--- src/sps_pkg.sv ---
// ----------------------------------------------------------------------------
// sps_pkg
// Types, widths and codes of the stepper position controller.
// ----------------------------------------------------------------------------
package sps_pkg;

   localparam int MAX_PHASES     = 8;
   localparam int POSITION_WIDTH = 32;

   localparam int PH_W      = $clog2(MAX_PHASES);
   localparam int CNT_W     = 4;
   localparam int PAT_W     = 8;
   localparam int TABLE_W   = 64;
   localparam int DB_W      = 16;
   localparam int LIM_W     = 32;
   localparam int FIELD_W   = 32;
   localparam int ACT_W     = 2;
   localparam int STAT_W    = 3;
   localparam int CSR_IDX_W = 3;
   localparam int CSR_DAT_W = 64;
   localparam int REQ_USER_W = 8;
   localparam int REQ_DATA_W = 32;
   localparam int RSP_USED_W = PAT_W + FIELD_W + STAT_W;
   localparam int RSP_DATA_W = ((RSP_USED_W + 7) / 8) * 8;

   localparam logic [ACT_W-1:0] ACT_TICK       = 2'd0;
   localparam logic [ACT_W-1:0] ACT_SET_TARGET = 2'd1;
   localparam logic [ACT_W-1:0] ACT_ZERO       = 2'd2;

   localparam logic [STAT_W-1:0] ST_HOLD    = 3'd0;
   localparam logic [STAT_W-1:0] ST_RIGHT   = 3'd1;
   localparam logic [STAT_W-1:0] ST_LEFT    = 3'd2;
   localparam logic [STAT_W-1:0] ST_BLOCKED = 3'd3;
   localparam logic [STAT_W-1:0] ST_SET     = 3'd4;

   localparam logic [CSR_IDX_W-1:0] CSR_DEADBAND    = 3'd0;
   localparam logic [CSR_IDX_W-1:0] CSR_LEFT_LIMIT  = 3'd1;
   localparam logic [CSR_IDX_W-1:0] CSR_RIGHT_LIMIT = 3'd2;
   localparam logic [CSR_IDX_W-1:0] CSR_PHASE_COUNT = 3'd3;
   localparam logic [CSR_IDX_W-1:0] CSR_PHASE_TABLE = 3'd4;

   typedef struct packed {
      logic [DB_W-1:0]         deadband;
      logic signed [LIM_W-1:0] left_limit;
      logic signed [LIM_W-1:0] right_limit;
      logic [CNT_W-1:0]        phase_count;
      logic [TABLE_W-1:0]      phase_table;
   } cfg_type;

   typedef struct packed {
      logic [STAT_W-1:0]         status;
      logic signed [FIELD_W-1:0] position;
      logic [PAT_W-1:0]          coil_pattern;
   } res_type;

endpackage

--- src/sps_csr.sv ---
// ----------------------------------------------------------------------------
// sps_csr
// Configuration registers written through the plain write port.
// ----------------------------------------------------------------------------
module sps_csr (
   input  logic                            clock,
   input  logic                            reset,
   input  logic                            csr_we,
   input  logic [sps_pkg::CSR_IDX_W-1:0]   csr_index,
   input  logic [sps_pkg::CSR_DAT_W-1:0]   csr_wdata,
   output sps_pkg::cfg_type                cfg
);
   import sps_pkg::*;

   cfg_type cfg_ff;
   cfg_type cfg_in;

   always_comb begin
      cfg_in = cfg_ff;
      if (csr_we) begin
         case (csr_index)
            CSR_DEADBAND:    cfg_in.deadband    = csr_wdata[DB_W-1:0];
            CSR_LEFT_LIMIT:  cfg_in.left_limit  = csr_wdata[LIM_W-1:0];
            CSR_RIGHT_LIMIT: cfg_in.right_limit = csr_wdata[LIM_W-1:0];
            CSR_PHASE_COUNT: cfg_in.phase_count = csr_wdata[CNT_W-1:0];
            CSR_PHASE_TABLE: cfg_in.phase_table = csr_wdata[TABLE_W-1:0];
            default: ;
         endcase
      end
   end

   always_ff @(posedge clock) begin
      if (reset) begin
         cfg_ff.deadband    <= '0;
         cfg_ff.left_limit  <= {1'b1, {(LIM_W-1){1'b0}}};
         cfg_ff.right_limit <= {1'b0, {(LIM_W-1){1'b1}}};
         cfg_ff.phase_count <= CNT_W'(4);
         cfg_ff.phase_table <= '0;
      end else begin
         cfg_ff <= cfg_in;
      end
   end

   assign cfg = cfg_ff;

endmodule

--- src/sps_step.sv ---
// ----------------------------------------------------------------------------
// sps_step
// Input register, position/target/phase state and the single-pass step logic.
// ----------------------------------------------------------------------------
module sps_step (
   input  logic                               clock,
   input  logic                               reset,
   input  sps_pkg::cfg_type                   cfg,
   input  logic                               req_tvalid,
   output logic                               req_tready,
   input  logic [sps_pkg::ACT_W-1:0]          req_action,
   input  logic [sps_pkg::FIELD_W-1:0]        req_target,
   input  logic                               out_free,
   output logic                               res_valid,
   output sps_pkg::res_type                   res
);
   import sps_pkg::*;

   localparam int POS_W = POSITION_WIDTH;
   localparam int DIF_W = POS_W + 1;
   localparam int CMP_W = (DIF_W > DB_W) ? DIF_W : DB_W;
   localparam logic signed [POS_W-1:0] POS_MAX = {1'b0, {(POS_W-1){1'b1}}};
   localparam logic signed [POS_W-1:0] POS_MIN = {1'b1, {(POS_W-1){1'b0}}};

   logic                      in_valid_ff, in_valid_in;
   logic [ACT_W-1:0]          in_action_ff;
   logic [POS_W-1:0]          in_target_ff;
   logic signed [POS_W-1:0]   pos_ff, pos_in;
   logic signed [POS_W-1:0]   tgt_ff, tgt_in;
   logic [PH_W-1:0]           phase_ff, phase_in;

   logic                      adv;
   logic                      take;
   logic [CNT_W-1:0]          eff_count;
   logic [PH_W-1:0]           last_phase;
   logic [CNT_W-1:0]          phase_up;
   logic signed [DIF_W-1:0]   diff;
   logic [DIF_W-1:0]          mag;
   logic signed [LIM_W-1:0]   pos_ext;
   logic [STAT_W-1:0]         status;
   logic [PH_W+2:0]           pat_base;

   assign adv        = in_valid_ff && out_free;
   assign req_tready = !in_valid_ff || out_free;
   assign take       = req_tvalid && req_tready;

   always_comb begin
      if (take) begin
         in_valid_in = 1'b1;
      end else if (adv) begin
         in_valid_in = 1'b0;
      end else begin
         in_valid_in = in_valid_ff;
      end
   end

   always_ff @(posedge clock) begin
      if (reset) begin
         in_valid_ff <= 1'b0;
      end else begin
         in_valid_ff <= in_valid_in;
      end
   end

   always_ff @(posedge clock) begin
      if (take) begin
         in_action_ff <= req_action;
         in_target_ff <= req_target[POS_W-1:0];
      end
   end

   always_comb begin
      if (cfg.phase_count == '0) begin
         eff_count = CNT_W'(1);
      end else if (cfg.phase_count > CNT_W'(MAX_PHASES)) begin
         eff_count = CNT_W'(MAX_PHASES);
      end else begin
         eff_count = cfg.phase_count;
      end
   end

   assign last_phase = PH_W'(eff_count - CNT_W'(1));
   assign phase_up   = CNT_W'(phase_ff) + CNT_W'(1);
   assign diff       = DIF_W'(pos_ff) - DIF_W'(tgt_ff);
   assign mag        = diff[DIF_W-1] ? DIF_W'(-diff) : DIF_W'(diff);
   assign pos_ext    = LIM_W'(pos_ff);

   always_comb begin
      pos_in   = pos_ff;
      tgt_in   = tgt_ff;
      phase_in = phase_ff;
      status   = ST_HOLD;
      case (in_action_ff)
         ACT_SET_TARGET: begin
            tgt_in = in_target_ff;
            status = ST_SET;
         end
         ACT_ZERO: begin
            tgt_in = '0;
            pos_in = '0;
            status = ST_SET;
         end
         ACT_TICK: begin
            if (CMP_W'(mag) <= CMP_W'(cfg.deadband)) begin
               status = ST_HOLD;
            end else if (diff > 0) begin
               if (pos_ext < cfg.left_limit || pos_ff == POS_MIN) begin
                  status = ST_BLOCKED;
               end else begin
                  phase_in = (phase_ff == '0) ? last_phase : phase_ff - PH_W'(1);
                  pos_in   = pos_ff - POS_W'(1);
                  status   = ST_LEFT;
               end
            end else begin
               if (pos_ext > cfg.right_limit || pos_ff == POS_MAX) begin
                  status = ST_BLOCKED;
               end else begin
                  phase_in = (phase_up >= eff_count) ? '0 : phase_up[PH_W-1:0];
                  pos_in   = pos_ff + POS_W'(1);
                  status   = ST_RIGHT;
               end
            end
         end
         default: ;
      endcase
   end

   always_ff @(posedge clock) begin
      if (reset) begin
         pos_ff   <= '0;
         tgt_ff   <= '0;
         phase_ff <= '0;
      end else if (adv) begin
         pos_ff   <= pos_in;
         tgt_ff   <= tgt_in;
         phase_ff <= phase_in;
      end
   end

   assign pat_base = {phase_in, 3'b000};

   assign res_valid        = adv;
   assign res.coil_pattern = cfg.phase_table[pat_base +: PAT_W];
   assign res.position     = FIELD_W'(pos_in);
   assign res.status       = status;

endmodule

--- src/sps_rsp.sv ---
// ----------------------------------------------------------------------------
// sps_rsp
// Result register holding one word for the result channel.
// ----------------------------------------------------------------------------
module sps_rsp (
   input  logic                                 clock,
   input  logic                                 reset,
   input  logic                                 res_valid,
   input  sps_pkg::res_type                     res,
   output logic                                 out_free,
   output logic                                 rsp_tvalid,
   input  logic                                 rsp_tready,
   output logic [sps_pkg::RSP_DATA_W-1:0]       rsp_tdata
);
   import sps_pkg::*;

   logic    valid_ff, valid_in;
   res_type data_ff;

   assign out_free = !valid_ff || rsp_tready;

   always_comb begin
      if (res_valid) begin
         valid_in = 1'b1;
      end else if (rsp_tready) begin
         valid_in = 1'b0;
      end else begin
         valid_in = valid_ff;
      end
   end

   always_ff @(posedge clock) begin
      if (reset) begin
         valid_ff <= 1'b0;
      end else begin
         valid_ff <= valid_in;
      end
   end

   always_ff @(posedge clock) begin
      if (res_valid) begin
         data_ff <= res;
      end
   end

   assign rsp_tvalid = valid_ff;
   assign rsp_tdata  = RSP_DATA_W'(data_ff);

endmodule

--- src/stepper_position_stepper.sv ---
// ----------------------------------------------------------------------------
// stepper_position_stepper
// Stepper motor position controller, one result word per request word.
// ----------------------------------------------------------------------------
// Requests enter on req_* (action in tuser, target in tdata). A tick compares
// the position with the target and steps one phase toward it unless inside
// the deadband or past a limit; the other actions set the target or zero it
// together with the position. Each request yields exactly one word on rsp_*
// carrying coil pattern, position and status.
// Path: an accepted request is held in the input register, then its result
// word is written into the result register, which drives rsp_tvalid.
// Throughput: one word per cycle while rsp_tready stays high; the state update
// is a subtract, a compare and a table select between those two registers.
// When rsp_tready is low the result word holds and the input register keeps
// one more word; req_tready then drops until the result is taken.
// Reset clears position, target and phase index, loads the register reset
// values and empties both stages. Configuration is written through csr_*
// only while no request is in flight: a rule for the user, unenforced here.
// ----------------------------------------------------------------------------
module stepper_position_stepper (
   input  logic                                 clock,
   input  logic                                 reset,
   input  logic                                 req_tvalid,
   output logic                                 req_tready,
   // [31:0] target_position
   input  logic [sps_pkg::REQ_DATA_W-1:0]       req_tdata,
   // [1:0] action
   input  logic [sps_pkg::REQ_USER_W-1:0]       req_tuser,
   output logic                                 rsp_tvalid,
   input  logic                                 rsp_tready,
   // [7:0] coil_pattern, [39:8] position, [42:40] status
   output logic [sps_pkg::RSP_DATA_W-1:0]       rsp_tdata,
   input  logic                                 csr_we,
   input  logic [sps_pkg::CSR_IDX_W-1:0]        csr_index,
   input  logic [sps_pkg::CSR_DAT_W-1:0]        csr_wdata
);
   import sps_pkg::*;

   cfg_type cfg;
   res_type res;
   logic    res_valid;
   logic    out_free;

   sps_csr u_csr (
      .clock     (clock),
      .reset     (reset),
      .csr_we    (csr_we),
      .csr_index (csr_index),
      .csr_wdata (csr_wdata),
      .cfg       (cfg)
   );

   sps_step u_step (
      .clock      (clock),
      .reset      (reset),
      .cfg        (cfg),
      .req_tvalid (req_tvalid),
      .req_tready (req_tready),
      .req_action (req_tuser[ACT_W-1:0]),
      .req_target (req_tdata[FIELD_W-1:0]),
      .out_free   (out_free),
      .res_valid  (res_valid),
      .res        (res)
   );

   sps_rsp u_rsp (
      .clock      (clock),
      .reset      (reset),
      .res_valid  (res_valid),
      .res        (res),
      .out_free   (out_free),
      .rsp_tvalid (rsp_tvalid),
      .rsp_tready (rsp_tready),
      .rsp_tdata  (rsp_tdata)
   );

endmodule

--- config.mk ---
export PLATFORM = sky130hd
export DESIGN_NAME = stepper_position_stepper
export DESIGN_NICKNAME = d
export VERILOG_FILES = /design/src/sps_pkg.sv /design/src/sps_csr.sv /design/src/sps_step.sv /design/src/sps_rsp.sv /design/src/stepper_position_stepper.sv
export SDC_FILE = /design/constraint.sdc
export NUM_CORES = 1
export LEC_CHECK = 0
export BUFFER_PORTS_ARGS = -buffer_cell sky130_fd_sc_hd__buf_2
export CORE_MARGIN = 1.5
export CORE_UTILIZATION = 40
export CTS_BUF_LIST = sky130_fd_sc_hd__clkbuf_8
export CTS_CLUSTER_SIZE = 14
export DETAILED_ROUTE_END_ITERATION = 8
export GPL_ROUTABILITY_DRIVEN = 0
export MAX_ROUTING_LAYER = met4
export PLACE_DENSITY = 0.6
export SETUP_SLACK_MARGIN = 0.4
export SLEW_MARGIN = 20
export SYNTH_ARGS = -nofsm -noshare
export SYNTH_HDL_FRONTEND = slang
export SYNTH_SLANG_ARGS = --single-unit
--- constraint.sdc ---
create_clock -name clock -period 9.2 [get_ports clock]
set_input_delay 0.92 -clock clock [delete_from_list [all_inputs] [get_ports clock]]
set_output_delay 0.92 -clock clock [all_outputs]
set_load 0.02 [all_outputs]
==> reports/qor.txt, run 1 <==
layout cells sized above 1: 11.3%
Yosys cell types: 91
I/O pins: 162
GRT overflow: 0
Slew headroom: 18.9%
worst r2r src: u_step.pos_ext[23]
Root Buffer: clkbuf_8
Die X: 213 µm
via count of the first global-routing pass: 14700
placed insts: 2805
Commonest cells post-synth: 363 x nand2_1, 226 x a21oi_1, 217 x dfxtp_1
largest cells by area after synthesis: dfxtp_1 25%, edfxtp_1 13%, ha_1 8.8%, nand2_1 7.7%, a21oi_1 6.4%
fin cells: 2903
Vias/cell: 5.54
via count: 16100
hold buffers post-CTS: 0
final hold vios: 0
fin nets: 2510
WL final: 51200 µm
area delta synth->final: 12.3%
CP startpoint: u_step.pos_ext[23]
count of final max-slew check failures: 0
peak supply drop: 74.6 µV
total CTS buffers: 51
Routed Antenna Nets: 0
Pwr per Cell Area: 191 nW/µm²
IO Port Bufs: 150
Worst EP arrival: 7.93 ns
drt wl/cell: 17.6 µm
RSZ-0062 raised after global routing: no
worst skew pair latency: 0.65 ns
Synth async-reset ratio: 0%
Max Buffers Root-to-Sink: 3
CTS tree: yes
setup bufs post-CTS: 0
post-DP HPWL: 37300 µm
Core Area: 43400 µm²
post-synth top area cell: dfxtp_1
Leakage: 8.21 nW
number of flops mapped to enable cells by yosys: 77
Worst-Margin Slew: 1.21 ns
Main synth FF type: dfxtp_1
Req. time, crit path: 9.65 ns
Crit Path Category: reg2reg
HP Class: in2reg
crit path capture type: flop
Die Y: 213 µm
die area: 45500 µm²
count leader, synth: nand2_1
Max Clk Rate: 0.134 GHz
sequential area share after synthesis: 37.6%
CTS-repair resized insts: 0
FF+latch count, synth: 294
initial core utilization: 40.8%
first-pass GRT wire length: 78400 µm
largest net degree at the start of global routing: 132
# DRC: 0
synthesized area per cell: 8.14 µm²
synth warn: 0
crit start category: flop
Max Cap Viol: 0
clock sinks: 294
row count: 76
initial antenna violation count: 3
Reg clk slew, reported paths: 0.06 ns
top-area cell type share of the netlist area: 24.5%
Post-Syn Instances: 2176
depth of the CTS H-tree: 2
Fin Setup TNS: 0 ns
clock period minus worst slack: 7.48 ns
Worst Skew: 0.0199 ns
Final Cycle Share: 81.3%
DRT iter0 DRCs: 1265
run status: complete, no violations
Total GRT Usage: 22.8%
DR pass1 iterations: 6
Post-Syn Area: 17700 µm²
worst-path fanout max: 31
# fillers: 4317
final setup violating endpoints: 0
worst hold start: req_tdata[7]
[layout by cell type, fill, tap and decap left out, types with 8 or more instances in the layout]
master,count
nor3b_1,37
a21oi_1,226
nand2_1,362
nor2_1,175
o211a_1,8
nor3_1,47
o21ai_0,85
xnor2_1,27
buf_4,14
mux2i_1,54
buf_2,149
a221oi_1,9
a31oi_1,16
nand4_1,29
o21a_1,21
nor4_1,11
a211o_1,37
and3_1,26
edfxtp_1,77
nand3_1,50
dfxtp_1,217
a22o_1,13
clkbuf_8,63
xor2_1,11
inv_1,151
nand2b_1,10
nor2b_1,25
a21o_1,45
a211oi_1,9
and2_1,22
or3_1,17
ha_1,124
[routing by layer]
layer,track usage [%],vias up,wire (µm)
met5,-,-,0
li1,-,7922,-
met2,35.2,481,23100
met3,3.76,87,3310
met1,30.0,7591,23300
met4,8.50,0,1430
[area by class of cell]
cell class,count,area (µm²),share of cell area [%]
multi-input combinational,1632,10100,50.7
sequential,294,6660,33.5
clock buffer,63,867,4.36
timing repair buffer,164,862,4.33
tap,585,732,3.68
inverter,130,488,2.45
clock inverter,32,189,0.950
antenna,3,7.51,0.0377
[where the power goes]
part	total (mW)	switching [mW]	internal (mW)
clock	1.23	0.558	0.674
combinational	1.13	0.693	0.438
sequential	1.43	0.0404	1.39
[registers in the layout (all words and copies together), names as in the netlist]
signal	count
u_step.in_valid_ff	1
u_step.in_action_ff	2
u_rsp.rsp_tvalid	1
u_step.tgt_ff	32
u_step.pos_ext	32
u_step.phase_ff	3
u_rsp.rsp_tdata	43
u_step.in_target_ff	32
u_csr.cfg	148
[metrics by stage]
step | setup WS [ns] | total power, mW | utilization (%) | instance area [µm²] | hold slack [ns]
finish | 1.72 | 3.79 | 45.9 | 19900 | 0.449
global route | 1.20 | 4.01 | 45.9 | 19900 | 0.424
CTS | 1.84 | 3.81 | 45.8 | 19900 | 0.405
global placement | 1.92 | 2.54 | 43.4 | 18800 | 0.441
floorplan | 2.62 | 2.28 | - | 17700 | 0.436
detailed placement | 1.88 | 2.56 | 43.4 | 18800 | 0.446
[path summary, 6_finish.rpt]
path | to | slack [ns] | cells past startpoint
min | u_step.in_target_ff[7] | 0.45 | 1
max reg2reg | u_rsp.rsp_tdata[3] | 1.72 | 26
min reg2reg | u_csr.cfg[17] | 0.45 | 2
max | u_rsp.rsp_tdata[3] | 1.72 | 26
[critical path, stage by stage, from the launching register on]
cell,delay [ns]
dfxtp_1,0.62
ha_1,0.41
nand4_1,0.22
or4_1,0.68
a2bb2oi_1,0.24
o21ai_0,0.19
nor2_1,0.15
o22ai_2,0.57
nor2_1,0.08
a21oi_1,0.14
ha_1,0.26
nor2b_1,0.14
o21a_1,0.16
o21a_1,0.16
o21ai_0,0.18
a21oi_1,0.10
o21a_1,0.17
o21ai_0,0.20
a31o_2,0.23
o221a_2,0.18
nand4_1,0.10
o41a_1,0.64
a21o_1,0.28
nand2_4,0.43
mux2i_1,0.24
a22o_1,0.28
a221oi_1,0.22
[kinds of logic after synthesis]
group	after synthesis	synth area share [%]
multiplexers	55	3.12
adder cells (fa/ha/maj)	125	8.87
buffers and inverters	254	5.70
XOR/XNOR	38	1.88
AND/OR/NAND/NOR	857	22.8
AO/OA/AOI/OAI	552	20.0
flip-flops	294	37.6
other	1	0.0212
Power figures use the tool's default switching activity.
==> run 2, diff against run 1 <==
==> constraint.sdc (replaced) <==
create_clock -name clock -period 7.15 [get_ports clock]
set_input_delay 0.715 -clock clock [delete_from_list [all_inputs] [get_ports clock]]
set_output_delay 0.715 -clock clock [all_outputs]
set_load 0.02 [all_outputs]
==> run 2 against run 1 <==
Combinational power up 37%. Fmax up 17%. Power grew 29%. Via count increased by 0.21%. Sequential share of layout area down 0.50 points. Die area unchanged. Utilization is 0.70 points higher. Clock power increased by 24%. Largest cell class unchanged.
==> reports/qor.txt, run 2 (synthesized netlist as in run 1, its figures left out) <==
run status: complete, no violations
Worst EP arrival: 6.84 ns
Register Area: 6660 µm²
Total GRT Usage: 23.4%
HP Class: in2reg
Root Buffer: clkbuf_8
worst r2r dst: u_rsp.rsp_tdata[3]
clock sinks: 294
Worst Skew: 0.0308 ns
Crit path top cell by count: o21ai_0
Sw Ratio: 34.7%
Reg clk slew, reported paths: 0.07 ns
Fin Setup TNS: 0 ns
Final Cycle Share: 89.3%
Crit Path Category: reg2reg
clock period minus worst slack: 6.38 ns
Req. time, crit path: 7.61 ns
fin area: 20200 µm²
final setup violating endpoints: 0
worst r2r src: u_step.pos_ext[16]
first-pass GRT wire length: 80300 µm
crit start category: flop
fin cells: 2947
RSZ-0062 raised after global routing: no
worst-path fanout max: 14
P_sw: 1.70 mW
area of the multi-input gates: 10100 µm²
Logic pwr share: 31.7%
R2R Setup Slk: 0.77 ns
final core occ: 46.6%
DP Area: 19100 µm²
via count: 16100
Die Y: 213 µm
worst skew pair latency: 0.65 ns
# fillers: 4316
depth of the CTS H-tree: 2
GRT overflow: 0
initial core utilization: 40.8%
Critical Path Max Stage Delay: 0.61 ns
post-DP HPWL: 38900 µm
worst setup margin: 0.767 ns
final hold vios: 0
# DRC: 0
Seq pwr share: 37.2%
hold path depth: 1
WL final: 52700 µm
via count of the first global-routing pass: 14900
commonest cells after routing, fill and taps aside: 362 x nand2_1, 226 x a21oi_1, 217 x dfxtp_1
WHS Endpoint: u_step.in_target_ff[19]
layout cells sized above 1: 12.8%
Core Area: 43400 µm²
DR pass1 iterations: 8
Cell Int Power: 3.19 mW
final hold slack: 0.237 ns
Largest register FFs: 148
Max Cap Viol: 0
Leakage: 8.41 nW
Slowest-stage cell, CP: or4_1
fin nets: 2555
area delta synth->final: 14.0%
peak supply drop: 110 µV
R2R cell count: 27
DRT iter0 DRCs: 1267
Max Buffers Root-to-Sink: 3
total CTS buffers: 50
Worst-Margin Slew: 1.10 ns
Pwr per Cell Area: 242 nW/µm²
CP delay by family, top: compound AO/OA/AOI/OAI gates
Routed Antenna Nets: 0
most common cell after layout, fill and taps aside: nand2_1
Slew headroom: 26.2%
largest net degree at the start of global routing: 134
Critical path buffers and inverters: 3
count of final max-slew check failures: 0
Die X: 213 µm
die area: 45500 µm²
worst hold start: req_tdata[19]
clock power share: 31.0%
row count: 76
IO Port Bufs: 150
crit path capture type: flop
worst slack, placed: 0.578 ns
Vias/cell: 5.47
CTS tree: yes
I/O pins: 162
placed insts: 2846
Max Clk Rate: 0.157 GHz
initial antenna violation count: 5
drt wl/cell: 17.9 µm
Power Total: 4.88 mW
[run 2: layout make-up]
| cell class | instances | share of cell area (%) |
|---|---|---|
| multi-input combinational | 1632 | 50.1 |
| sequential | 294 | 33.0 |
| timing repair buffer | 210 | 6.04 |
| tap | 585 | 3.62 |
| clock buffer | 53 | 3.61 |
| inverter | 130 | 2.42 |
| clock inverter | 41 | 1.23 |
| antenna | 2 | 0.0248 |
[run 2: metal layers]
layer | track usage [%] | share of wire, % | up-vias
met3 | 4.26 | 6.0 | 80
li1 | - | - | 8024
met2 | 36.4 | 46 | 420
met5 | - | 0 | -
met1 | 31.2 | 46 | 7591
met4 | 6.75 | 2.5 | 0
[run 2: repair_timing]
| item | in CTS | in global routing |
|---|---|---|
| hold buffers | 0 | 0 |
| buffers inserted | 0 | 5 |
| gates resized for setup | 0 | 6 |
| endpoints found under the setup margin | 0 | 20 |
[run 2: worst max path at each step]
stage | start | to | slack (ns) | depth (start not counted)
2_1_floorplan | u_step.pos_ext[23] | u_rsp.rsp_tdata[0] | 0.57 | 30
3_3_place_gp | u_step.pos_ext[16] | u_rsp.rsp_tdata[6] | 0.65 | 25
3_5_place_dp | u_step.pos_ext[16] | u_rsp.rsp_tdata[2] | 0.58 | 24
4_1_cts | u_step.pos_ext[16] | u_rsp.rsp_tdata[2] | 0.59 | 24
5_1_grt | u_step.tgt_ff[23] | u_rsp.rsp_tdata[5] | 0.40 | 26
6_report | u_step.pos_ext[16] | u_rsp.rsp_tdata[3] | 0.77 | 27
[run 2: power by group through the flow]
stage | combinational (mW) | clock [mW] | sequential (mW)
6_report | 1.55 | 1.52 | 1.82
3_3_place_gp | 1.47 | 0 | 1.85
4_1_cts | 1.51 | 1.56 | 1.82
2_1_floorplan | 1.06 | 0 | 1.87
3_5_place_dp | 1.50 | 0 | 1.85
5_1_grt | 1.71 | 1.62 | 1.82
==> run 3, diff against run 2 <==
--- a/config.mk
+++ b/config.mk
@@ -8,7 +8,6 @@
 export BUFFER_PORTS_ARGS = -buffer_cell sky130_fd_sc_hd__buf_2
 export CORE_MARGIN = 1.5
 export CORE_UTILIZATION = 40
-export CTS_BUF_LIST = sky130_fd_sc_hd__clkbuf_8
 export CTS_CLUSTER_SIZE = 14
 export DETAILED_ROUTE_END_ITERATION = 8
 export GPL_ROUTABILITY_DRIVEN = 0
==> constraint.sdc (replaced) <==
create_clock -name clock -period 7.15 [get_ports clock]
set_input_delay 1.43 -clock clock [delete_from_list [all_inputs] [get_ports clock]]
set_output_delay 1.43 -clock clock [all_outputs]
set_load 0.02 [all_outputs]
==> run 3 against run 2 <==
Global-route usage down 0.18 points. Non-clock buffer count is 2 lower. Highest routed layer unchanged. Sequential share of layout area decreased by 0.36 points.
==> reports/qor.txt, run 3 (synthesized netlist as in run 1, its figures left out) <==
Largest register FFs: 148
count of final max-slew check failures: 0
# fillers: 4289
Die Y: 213 µm
via count: 16200
die area: 45500 µm²
post-DP HPWL: 38800 µm
worst hold start: u_csr.cfg[0]
via count of the first global-routing pass: 14800
hold path depth: 2
Die X: 213 µm
largest net degree at the start of global routing: 101
worst r2r src: u_step.pos_ext[8]
DRT iter0 DRCs: 1344
Crit Path Category: reg2reg
Worst EP arrival: 6.66 ns
Reg clk slew, reported paths: 0.06 ns
R2R cell count: 17
layout cells sized above 1: 12.9%
Slew headroom: 29.1%
RSZ-0062 raised after global routing: no
crit path capture type: flop
first-pass GRT wire length: 79900 µm
DP Area: 19200 µm²
Pwr per Cell Area: 254 nW/µm²
Max Cap Viol: 0
Max Buffers Root-to-Sink: 3
fin area: 20400 µm²
I/O pins: 162
final core occ: 47.1%
Final Cycle Share: 89.6%
initial antenna violation count: 0
CTS tree: yes
Leakage: 8.39 nW
peak supply drop: 128 µV
worst r2r dst: u_rsp.rsp_tdata[7]
Fin Setup TNS: 0 ns
Req. time, crit path: 7.41 ns
worst slack, placed: 0.634 ns
WHS Endpoint: u_csr.cfg[0]
Routed Antenna Nets: 0
drt wl/cell: 17.9 µm
Max Clk Rate: 0.156 GHz
fin cells: 2913
number of diodes: 0
area delta synth->final: 15.3%
Root Buffer: clkbuf_16
DR pass1 iterations: 5
Core Area: 43400 µm²
final hold vios: 0
# DRC: 0
Power Total: 5.18 mW
GRT overflow: 0
R2R Setup Slk: 0.75 ns
most common cell after layout, fill and taps aside: nand2_1
run status: complete, no violations
placed insts: 2848
crit start category: flop
worst skew pair latency: 0.55 ns
IO Port Bufs: 150
initial core utilization: 40.8%
total CTS buffers: 35
Worst-Margin Slew: 1.06 ns
row count: 76
Vias/cell: 5.56
WL final: 52200 µm
HP Class: reg2reg
worst-path fanout max: 10
clock sinks: 294
worst setup margin: 0.746 ns
final setup violating endpoints: 0
depth of the CTS H-tree: 2
clock period minus worst slack: 6.40 ns
final hold slack: 0.454 ns
Total GRT Usage: 23.3%
fin nets: 2538
commonest cells after routing, fill and taps aside: 362 x nand2_1, 226 x a21oi_1, 217 x dfxtp_1
Worst Skew: 0.0167 ns
-- run 3: per-layer routing --
layer	wire, µm	vias to the layer above	GRT usage, %
met2	23500	464	35.7
li1	-	7959	-
met5	0	-	-
met1	24000	7697	31.1
met4	1490	0	7.46
met3	3170	81	3.91
-- run 3: worst max path at each step --
| stage | cells after the start | startpoint | to | slack (ns) |
|---|---|---|---|---|
| after global placement | 25 | u_step.pos_ext[16] | u_rsp.rsp_tdata[7] | 0.63 |
| after global routing | 28 | u_step.pos_ext[0] | u_step.pos_ext[25] | 0.46 |
| final | 17 | u_step.pos_ext[8] | u_rsp.rsp_tdata[7] | 0.75 |
| after CTS | 26 | u_step.pos_ext[0] | u_rsp.rsp_tdata[7] | 0.57 |
| after floorplan | 30 | u_step.pos_ext[23] | u_rsp.rsp_tdata[0] | 0.57 |
| after detailed placement | 26 | u_step.pos_ext[0] | u_rsp.rsp_tdata[7] | 0.63 |
-- run 3: timing repair --
action / CTS / global route
hold buffers: 0 / 0
buffers inserted: 0 / 1
gates resized for setup: 0 / 15
setup endpoints to repair: 0 / 20
-- run 3: layout make-up --
type	count	area, µm²	area share [%]
multi-input combinational	1632	10100	49.7
inverter	130	488	2.39
sequential	294	6660	32.6
clock inverter	17	168	0.821
tap	585	732	3.58
timing repair buffer	208	1230	6.02
clock buffer	47	1000	4.91
-- run 3: worst max-delay path: stages, from the launching register on --
cell and delay [ns]:
dfxtp_1 0.58, ha_1 0.44, a21o_1 0.29, a31o_1 0.26
a31oi_1 0.40, nand3_1 0.15, a222oi_1 0.69, nand4_2 0.37
nor4bb_2 0.51, a32o_1 0.23, nor3_1 0.04, a211oi_1 0.26
o41a_1 0.46, nor3b_1 0.32, a2bb2oi_1 0.44, nor2b_2 0.38
a22o_1 0.19, a221oi_1 0.06
-- run 3: where the power goes --
group	switching, mW	total (mW)	internal, mW	leakage (nW)
Clock	0.733	1.80	1.07	0.577
Sequential	0.0334	1.82	1.78	2.50
Combinational	0.943	1.56	0.616	5.32
